`config.mk`:
```
export PLATFORM = sky130hd
export DESIGN_NAME = lfbd_ctrl
export DESIGN_NICKNAME = d
export VERILOG_FILES = /design/src/rtl/lfbd_pkg.sv /design/src/rtl/lfbd_ctrl.sv
export SDC_FILE = /design/constraint.sdc
export NUM_CORES = 1
export LEC_CHECK = 0
export ABC_AREA = 1
export BUFFER_PORTS_ARGS = -buffer_cell sky130_fd_sc_hd__buf_2
export CORE_AREA = 3 3 40 42
export CTS_CLUSTER_SIZE = 40
export DETAILED_ROUTE_END_ITERATION = 10
export DIE_AREA = 0 0 43 45
export GPL_TIMING_DRIVEN = 0
export SLEW_MARGIN = 20
export SYNTH_ARGS = -nofsm -noshare
export SYNTH_HDL_FRONTEND = slang
export SYNTH_SLANG_ARGS = --single-unit
```
`constraint.sdc`:
```
create_clock -name i_clk -period 1.1 [get_ports i_clk]
set_clock_uncertainty 0.05 [all_clocks]
set_input_delay 0.055 -clock i_clk [delete_from_list [all_inputs] [get_ports i_clk]]
set_output_delay 0.055 -clock i_clk [all_outputs]
set_load 0.02 [all_outputs]
```
`src/rtl/lfbd_pkg.sv`:
```
// lfbd_pkg: shared constants, types and command/status structs of the lzss flag-byte decoder
`timescale 1ns / 1ps

package lfbd_pkg;

    localparam int WINDOW_SIZE_DEF = 4096;
    localparam int COUNT_WIDTH_DEF = 24;

    localparam int BYTE_W     = 8;
    localparam int LIMIT_W    = 24;
    localparam int DIST_W     = 12;
    localparam int LEN_W      = 5;
    localparam int LEN_BIAS   = 3;
    localparam int FLAG_BITS  = 8;
    localparam int FLAG_IDX_W = 3;
    localparam int BIT_IDX_W  = 4;

    typedef enum logic [1:0] {
        PH_FLAG,
        PH_TOKEN,
        PH_HIGH
    } t_phase;

    typedef enum logic [2:0] {
        OP_NONE,
        OP_SKIP,
        OP_FLAG,
        OP_LIT,
        OP_LOW,
        OP_REF,
        OP_EMPTY
    } t_op;

    typedef struct packed {
        logic accept;
        t_op  op;
        logic rd_issue;
        logic emit_copy;
    } t_cmd;

    typedef struct packed {
        logic   skip;
        t_phase phase;
        logic   flag_bit;
        logic   ref_ok;
        logic   slot_free;
        logic   copy_final;
    } t_status;

endpackage

```
`src/rtl/lfbd_ctrl.sv`:
```
// lfbd_ctrl: controller state machine that sequences token decode and history copies
`timescale 1ns / 1ps

module lfbd_ctrl (
    input  logic             i_clk,
    input  logic             i_rst_n,
    input  logic             i_in_valid,
    output logic             o_in_ready,
    input  lfbd_pkg::t_status i_status,
    output lfbd_pkg::t_cmd    o_cmd
);

    typedef enum logic {
        ST_IDLE,
        ST_COPY
    } t_state;

    t_state r_state;
    t_state n_state;
    logic   r_rd_pend;
    logic   n_rd_pend;

    logic         needs_slot;
    logic         ready;
    logic         accept;
    logic         emit_copy;
    logic         rd_issue;
    lfbd_pkg::t_op op;

    assign needs_slot = !i_status.skip && (i_status.phase == lfbd_pkg::PH_TOKEN)
                        && i_status.flag_bit;
    assign ready      = (r_state == ST_IDLE) && (!needs_slot || i_status.slot_free);
    assign accept     = i_in_valid && ready;
    assign emit_copy  = (r_state == ST_COPY) && r_rd_pend && i_status.slot_free;
    assign rd_issue   = (r_state == ST_COPY)
                        && (!r_rd_pend || (emit_copy && !i_status.copy_final));

    always_comb begin
        op = lfbd_pkg::OP_NONE;
        if (accept) begin
            priority if (i_status.skip) begin
                op = lfbd_pkg::OP_SKIP;
            end else if (i_status.phase == lfbd_pkg::PH_FLAG) begin
                op = lfbd_pkg::OP_FLAG;
            end else if (i_status.phase == lfbd_pkg::PH_TOKEN) begin
                op = i_status.flag_bit ? lfbd_pkg::OP_LIT : lfbd_pkg::OP_LOW;
            end else begin
                op = i_status.ref_ok ? lfbd_pkg::OP_REF : lfbd_pkg::OP_EMPTY;
            end
        end
    end

    always_comb begin
        n_state   = r_state;
        n_rd_pend = r_rd_pend;
        unique case (r_state)
            ST_IDLE: begin
                if (op == lfbd_pkg::OP_REF) begin
                    n_state   = ST_COPY;
                    n_rd_pend = 1'b0;
                end
            end
            ST_COPY: begin
                if (emit_copy && i_status.copy_final) begin
                    n_state   = ST_IDLE;
                    n_rd_pend = 1'b0;
                end else if (rd_issue) begin
                    n_rd_pend = 1'b1;
                end
            end
            default: begin
                n_state   = ST_IDLE;
                n_rd_pend = 1'b0;
            end
        endcase
    end

    always_ff @(posedge i_clk) begin
        if (!i_rst_n) begin
            r_state   <= ST_IDLE;
            r_rd_pend <= 1'b0;
        end else begin
            r_state   <= n_state;
            r_rd_pend <= n_rd_pend;
        end
    end

    assign o_in_ready      = ready;
    assign o_cmd.accept    = accept;
    assign o_cmd.op        = op;
    assign o_cmd.rd_issue  = rd_issue;
    assign o_cmd.emit_copy = emit_copy;

endmodule

```
Word level (Yosys, flattened, before mapping). Cells that the tools add are included.

Register bits: 2. Input port bits: 10. Output and inout bits: 7. Word-level logic and storage cells: 37.

Equality and inequality tests: 4. Mux-type cells: 13. Bitwise operators: 1. Reduce and logical (&&, ||, !) cells: 17.

Operator list (count): 2-to-1 mux 3 bit (5); logical AND 1 bit (9); 2-to-1 mux 1 bit (5); zero test 1 bit (4); case mux 1 bit (2 select lines) (2); equality test 3 bit (second input constant) (1); inequality test 3 x 1 -> 1 bit (second input constant) (1); equality test 2 x 1 -> 1 bit (second input constant) (1); zero test 2 bit (1); logical OR 1 bit (2); 2-to-1 mux 2 bit (1); inequality test 2 x 1 -> 1 bit (second input constant) (1); AND reduction 2 bit (1); inverter 1 bit (1).

Logic depth before layout (Yosys ltp). Gate-level depths: netlist (run 1).

Depth in word-level cells: 11. Depth in mapped cells: 8.

Worst setup path after synthesis (run 1). OpenSTA, ideal clock, no wires.

Path type: register -> output. Start point: register r_state. End point: output o_cmd[2] in the netlist's numbering. Arrival: 1.007 ns. Data required time: 0.995 ns. Slack: -0.012 ns. Cell stages (with the launch flop): 4. Path through: dfxtp_1 nor2_4 nand2_1 a21oi_1.

RTL lines: start, declared (RTL line lfbd_ctrl.sv:18) `t_state r_state;`; start signal, assigned (RTL line lfbd_ctrl.sv:83) `r_state <= n_state;`; end, declared (RTL line lfbd_ctrl.sv:10) `output lfbd_pkg::t_cmd o_cmd`.

Final worst setup path (run 1).
Start point: register r_state. End point: output o_cmd[5] in the netlist's numbering.

Longest elaborated chain between the ends: 3.

Ends and longest elaborated chain: inverter 1 bit; logical AND 1 bit (RTL line lfbd_ctrl.sv:32) `assign ready = (r_state == ST_IDLE) && (!needs_slot || i_status.slot_free);`; logical AND 1 bit (RTL line lfbd_ctrl.sv:33) `assign accept = i_in_valid && ready;`.

No other way between the ends.

==> results of run 1 <==
## per-stage QoR
stage,cell area (um^2),setup slack (ns)
after floorplan,230.2,0.02974
after global placement,329.1,-0.02575
after detailed placement,329.1,-0.02252
after CTS,400.4,-0.01005
after global routing,421.7,-0.08733
final,421.7,-0.01457
## registers in the layout, indices dropped and copies added, names as in the netlist
signal     flops
r_state        1
r_rd_pend      1
## critical path: cells and delay by family (launching register included)
| family | cells | cell delay [ns] |
|---|---|---|
| buffers and inverters | 3 | 0.24 |
| DFF | 1 | 0.35 |
| and+or+nand+nor | 2 | 0.19 |
## worst max-delay path by stage
stage | end | slack [ns] | depth (start not counted)
after floorplan | o_cmd[3] | 0.03 | 3
after global placement | o_cmd[1] | -0.03 | 5
after detailed placement | o_cmd[1] | -0.02 | 5
after CTS | o_cmd[5] | -0.01 | 5
after global routing | o_cmd[3] | -0.09 | 4
final | o_cmd[5] | -0.01 | 5
## area by class of cell
type,count,share of cell area [%]
well taps,15,4.451
inverters,7,6.231
repair buffers,19,32.64
multi-input cells,25,38.87
flip-flops and latches,2,10.68
clock buffers,3,5.341
plain buffers,1,1.780
## cell families (layout without fill, tap and decap cells)
kind of cell	after synthesis	in the layout	share of synthesized area, %
AOI/OAI and AO/OA	9	9	20.99
buffers and inverters	10	30	21.54
DFF	2	2	17.68
and+or+nand+nor	16	16	39.78
## power by group through the flow
stage	logic (mW)	clock network, mW	registers, mW
after global routing	0.156	0.191	0.0865
final	0.142	0.161	0.0855
after CTS	0.130	0.167	0.0852
after global placement	0.110	0	0.0851
after floorplan	0.0714	0	0.0842
after detailed placement	0.111	0	0.0849
## cells in the final DEF (no fill, tap or decap)
cell type and count:
buf_2 9, buf_4 6, inv_1 5, nand2_1 5, nor2_1 4, buf_6 4
a21oi_2 3, clkbuf_4 3, inv_2 2, a21oi_1 2, o21ai_0 2, nand3_2 1
nor2_2 1, nor2_4 1, nand2_2 1, and3_2 1, o21ai_2 1, nand4_4 1
nand3_1 1, a21boi_0 1, dlygate4sd3_1 1, dfxtp_2 1, dfxtp_4 1
## timing repair
item	in CTS	in global routing
endpoints found under the hold margin	0	1
pin swaps	2	3
resized for setup	17	4
setup endpoints to repair	6	8
hold buffers	0	1
buffers inserted	3	0
## layer usage
metal | global-route usage, % | share of wire (%) | up-vias
met2 | 12.28 | 52 | 11
met5 | 0 | 0 | -
li1 | - | - | 159
met1 | 6.699 | 36 | 133
met4 | 7.229 | 2.8 | 0
met3 | 5.578 | 9.2 | 2
==> results.ini, run 1 <==
[status]
status=finished with violations
violations=setup timing

[grt]
first_global_vias=283
grt_max_degree=6
antenna_found_initial=0
track_usage_pct=7.890
grt-ovfl-total=0
grt_pass1_wl_mm=1.062

[sta]
tns_ns=-0.02323
max_freq_mhz=897.2
rsz0062_at_grt=yes
setup_ws_ns=-0.01457
timing.final.max_slew_violations=0
tightestPinTransition_ns=0.2933
holdWs_ns=0.1140
slew_headroom_pct=80.45
min_period_over_period_pct=101.3
fin_crit_ns=1.115
hold_viol_final=0
setup_viol=3

[pwr]
p_sw_mw=0.1226
power_mw=0.3887
internal_power_mw=0.2661
pwr-share-clk_pct=41.4
pwr-share-comb_pct=36.6
p_seq_share_pct=22.0
leakagePower_nw=0.2130
power.density_nw_per_um2=921.9
ir_drop_uv=382.7
switching_share_pct=31.54

[logic_synthesis]
ys_top_cells_by_count=inv_1 (6), nand2_1 (6), a21oi_1 (5), nor2_1 (4)
yosysSeqAreaShare_pct=17.68
synth_nets=47
synth_area_leaders=dfxtp_1 (18%), a21oi_1 (11%), buf_4 (9.9%)
synth_top_area_cell=dfxtp_1
ys_types=15
ys_warn_count=0
avgSynthCellArea_um2=6.121
syn-cell-area_um2=226.5
ys_ff_latch=2
netlist_instances=37
ys.flop_type=dfxtp_1
synth_top_area_share_pct=17.68
async_flop_share_pct=0
synth-edff-count=0

[clocking]
cts_buffers=3
cts_tree=done
clock_sinks=2
cts_root_buf=clkbuf_4
insertion_delay_ns=0.22
cts_buffer_depth=2
cts.clk_slew.worst_paths_ns=0.03
cts-htree-levels=1

[place]
place_hpwl_um=469.3
numPortBuffers=16
placed_cells=68
place_congestion=0.7449

[floorplan]
fp.dieH_um=45
die_w_um=43
core-area_um2=1285
core.rowCount=13
initial_core_util_pct=17.62
dieArea_um2=1935
io_pins=17

[critical_path]
arrival_ns=1.01
cp_cell_sequence=nor2_4 -> nand2_2 -> inv_1 -> buf_4 -> buf_6
reg2reg_slack_ns=0.08
required_ns=1.00
worst_setup_path_start_kind=flop
crit_slowest_cell=dfxtp_4
crit_type=reg -> out
reg2reg_to=r_rd_pend$_SDFFE_PN0P_
critical-path-max-stage-delay_ns=0.35
end_kind=output pin
crit_start=r_state$_SDFF_PN0_
r2r_cells=5
worst-path-max-fanout=5
r2r-start=r_state$_SDFF_PN0_

[final_layout]
fin_util_pct=32.81
area_delta_synth_final_pct=86.19
ff_latch_area_um2=45.04
fin_nets=69
antennaDiodeCount=0
drive_gt1_share_pct=63.16
fill_cells=144
multi_input_area_um2=163.9
final_cells=72

[run]
cap_viol_max_count=0

[drt]
dr.pass1.iters=2
ant_nets=0
drc_errors=0
viasPerCell=4.236
vias=305
routed_wl_um=612
drtIter0Drc=2
avgRoutedWirePerCell_um=8.500

[min_path]
worstHoldEndpoint=r_state$_SDFF_PN0_
holdPathStages=3
hp-start=i_in_valid
min_path_type=in -> reg

No activity file was read; power rests on OpenSTA's default activity.
==> run 2, diff against run 1 <==
--- a/config.mk
+++ b/config.mk
@@ -7,10 +7,10 @@
 export LEC_CHECK = 0
 export ABC_AREA = 1
 export BUFFER_PORTS_ARGS = -buffer_cell sky130_fd_sc_hd__buf_2
-export CORE_AREA = 3 3 40 42
+export CORE_AREA = 2 2 39 41
 export CTS_CLUSTER_SIZE = 40
 export DETAILED_ROUTE_END_ITERATION = 10
-export DIE_AREA = 0 0 43 45
+export DIE_AREA = 0 0 41 43
 export GPL_TIMING_DRIVEN = 0
 export SLEW_MARGIN = 20
 export SYNTH_ARGS = -nofsm -noshare
==> constraint.sdc (replaced) <==
create_clock -name i_clk -period 1.1 [get_ports i_clk]
set_clock_uncertainty 0.05 [all_clocks]
set_input_delay 0.055 -clock i_clk [delete_from_list [all_inputs] [get_ports i_clk]]
set_output_delay 0.055 -clock i_clk [all_outputs]
set_load 0.01 [all_outputs]
==> run 2 against run 1 <==
Compared with the run above:
- the flow still finishes with violations (setup timing)
- wire length is 0.65% higher
- register-to-register slack better by 0.02 ns
- design area down 7.7%
- final cell count fell by 1.4%
- non-clock buffer count fell by 2
- via count decreased by 4.9%
- sequential power hardly changed
- core utilization down 4.7 points
- clock power is essentially flat
- highest routed layer unchanged
==> results.ini, run 2 (synthesis gave the netlist of run 1 again) <==
[status]
status=finished with violations
violations=setup timing

[sta]
fin_crit_ns=1.142
hold_viol_final=0
tightestPinTransition_ns=0.2931
slew_headroom_pct=80.46
min_period_over_period_pct=103.8
setup_ws_ns=-0.04158
max_freq_mhz=876.0
timing.final.max_slew_violations=0
rsz0062_at_grt=yes
setup_viol=3
holdWs_ns=0.008379
tns_ns=-0.1019

[clocking]
clock_sinks=2
cts_hold_buffers=0
insertion_delay_ns=0.23
cts.clk_slew.worst_paths_ns=0.03
cts_buffers=3
cts_root_buf=clkbuf_4
cts_tree=done
cts_buffer_depth=2
cts-htree-levels=1

[drt]
routed_wl_um=616
dr.pass1.iters=2
ant_nets=0
vias=290
drc_errors=0
viasPerCell=4.085
drtIter0Drc=2
avgRoutedWirePerCell_um=8.676

[place]
numPortBuffers=16
place_congestion=0.6957
place_ws_ns=-0.002009
place_hpwl_um=478.6
placed_cells=69
dpl_cell_area_um2=326.6

[floorplan]
dieArea_um2=1763
core.rowCount=14
core-area_um2=1384
die_w_um=41
initial_core_util_pct=16.37
io_pins=17
fp.dieH_um=43

[final_layout]
final_area_um2=389.1
final_cells=71
antennaDiodeCount=0
drive_gt1_share_pct=61.82
fin_nets=67
final_cell_mix=buf_2 (12), inv_1 (5), nand2_1 (5)
multi_input_area_um2=155.1
area_delta_synth_final_pct=71.82
fin_util_pct=28.12
reg_top3=r_rd_pend: 1 flops, r_state: 1 flops
fill_cells=161
final_common_cell=buf_2
ff_latch_area_um2=45.04

[critical_path]
crit_type=reg -> out
required_ns=1.00
worst_setup_path_start_kind=flop
worst-path-max-fanout=5
arrival_ns=1.04
end_kind=output pin

[grt]
grtUsageMet1_pct=8.654
track_usage_pct=9.829
top_usage_layer=met2
grt_pass1_wl_mm=1.104
grt-ovfl-total=0
first_global_vias=291
grt_max_degree=6
antenna_found_initial=0
grtUsageMet2_pct=14.37
use_met3_pct=6.806

[pwr]
leakagePower_nw=0.2061
power.density_nw_per_um2=937.4
power_mw=0.3648
ir_drop_uv=326.0

[run]
cap_viol_max_count=0

[min_path]
min_path_type=in -> reg

run 2: final cells by class:
cell class	instances	share of cell area, %
repair buffers	18	30.87
well taps	16	5.145
inverters	7	6.752
multi-input cells	25	39.87
clock buffers	3	5.788
flip-flops and latches	2	11.58
run 2: power breakdown:
group          total, mW  internal (mW)  switching, mW
registers         0.0857         0.0782        0.00755
clock network      0.164          0.120         0.0435
logic              0.115         0.0570         0.0581
run 2: worst paths after layout:
kind	endpoint	start	slack (ns)	cells after the start
setup / recovery	o_cmd[2]	r_state$_SDFF_PN0_	-0.04	4
hold / removal	r_rd_pend$_SDFFE_PN0P_	i_rst_n	0.008	3
setup reg to reg	r_rd_pend$_SDFFE_PN0P_	r_rd_pend$_SDFFE_PN0P_	0.10	5
hold reg to reg	r_state$_SDFF_PN0_	r_state$_SDFF_PN0_	0.54	2
run 2: routing by layer:
metal / wire length (um) / vias up
met1: 203 / 128
met2: 345 / 8
met5: 0 / -
met3: 53 / 2
met4: 13 / 0
li1: - / 152
run 2: worst max-delay path, stage by stage (launching register included):
cell and delay (ns):
dfxtp_4 0.35, nor2_4 0.15, nand2_2 0.08, a21oi_2 0.09, buf_2 0.13
run 2: what timing repair did:
item	CTS	global route
setup buffers	2	1
resized for setup	9	5
pin swaps	3	5
endpoints found under the setup margin	6	6
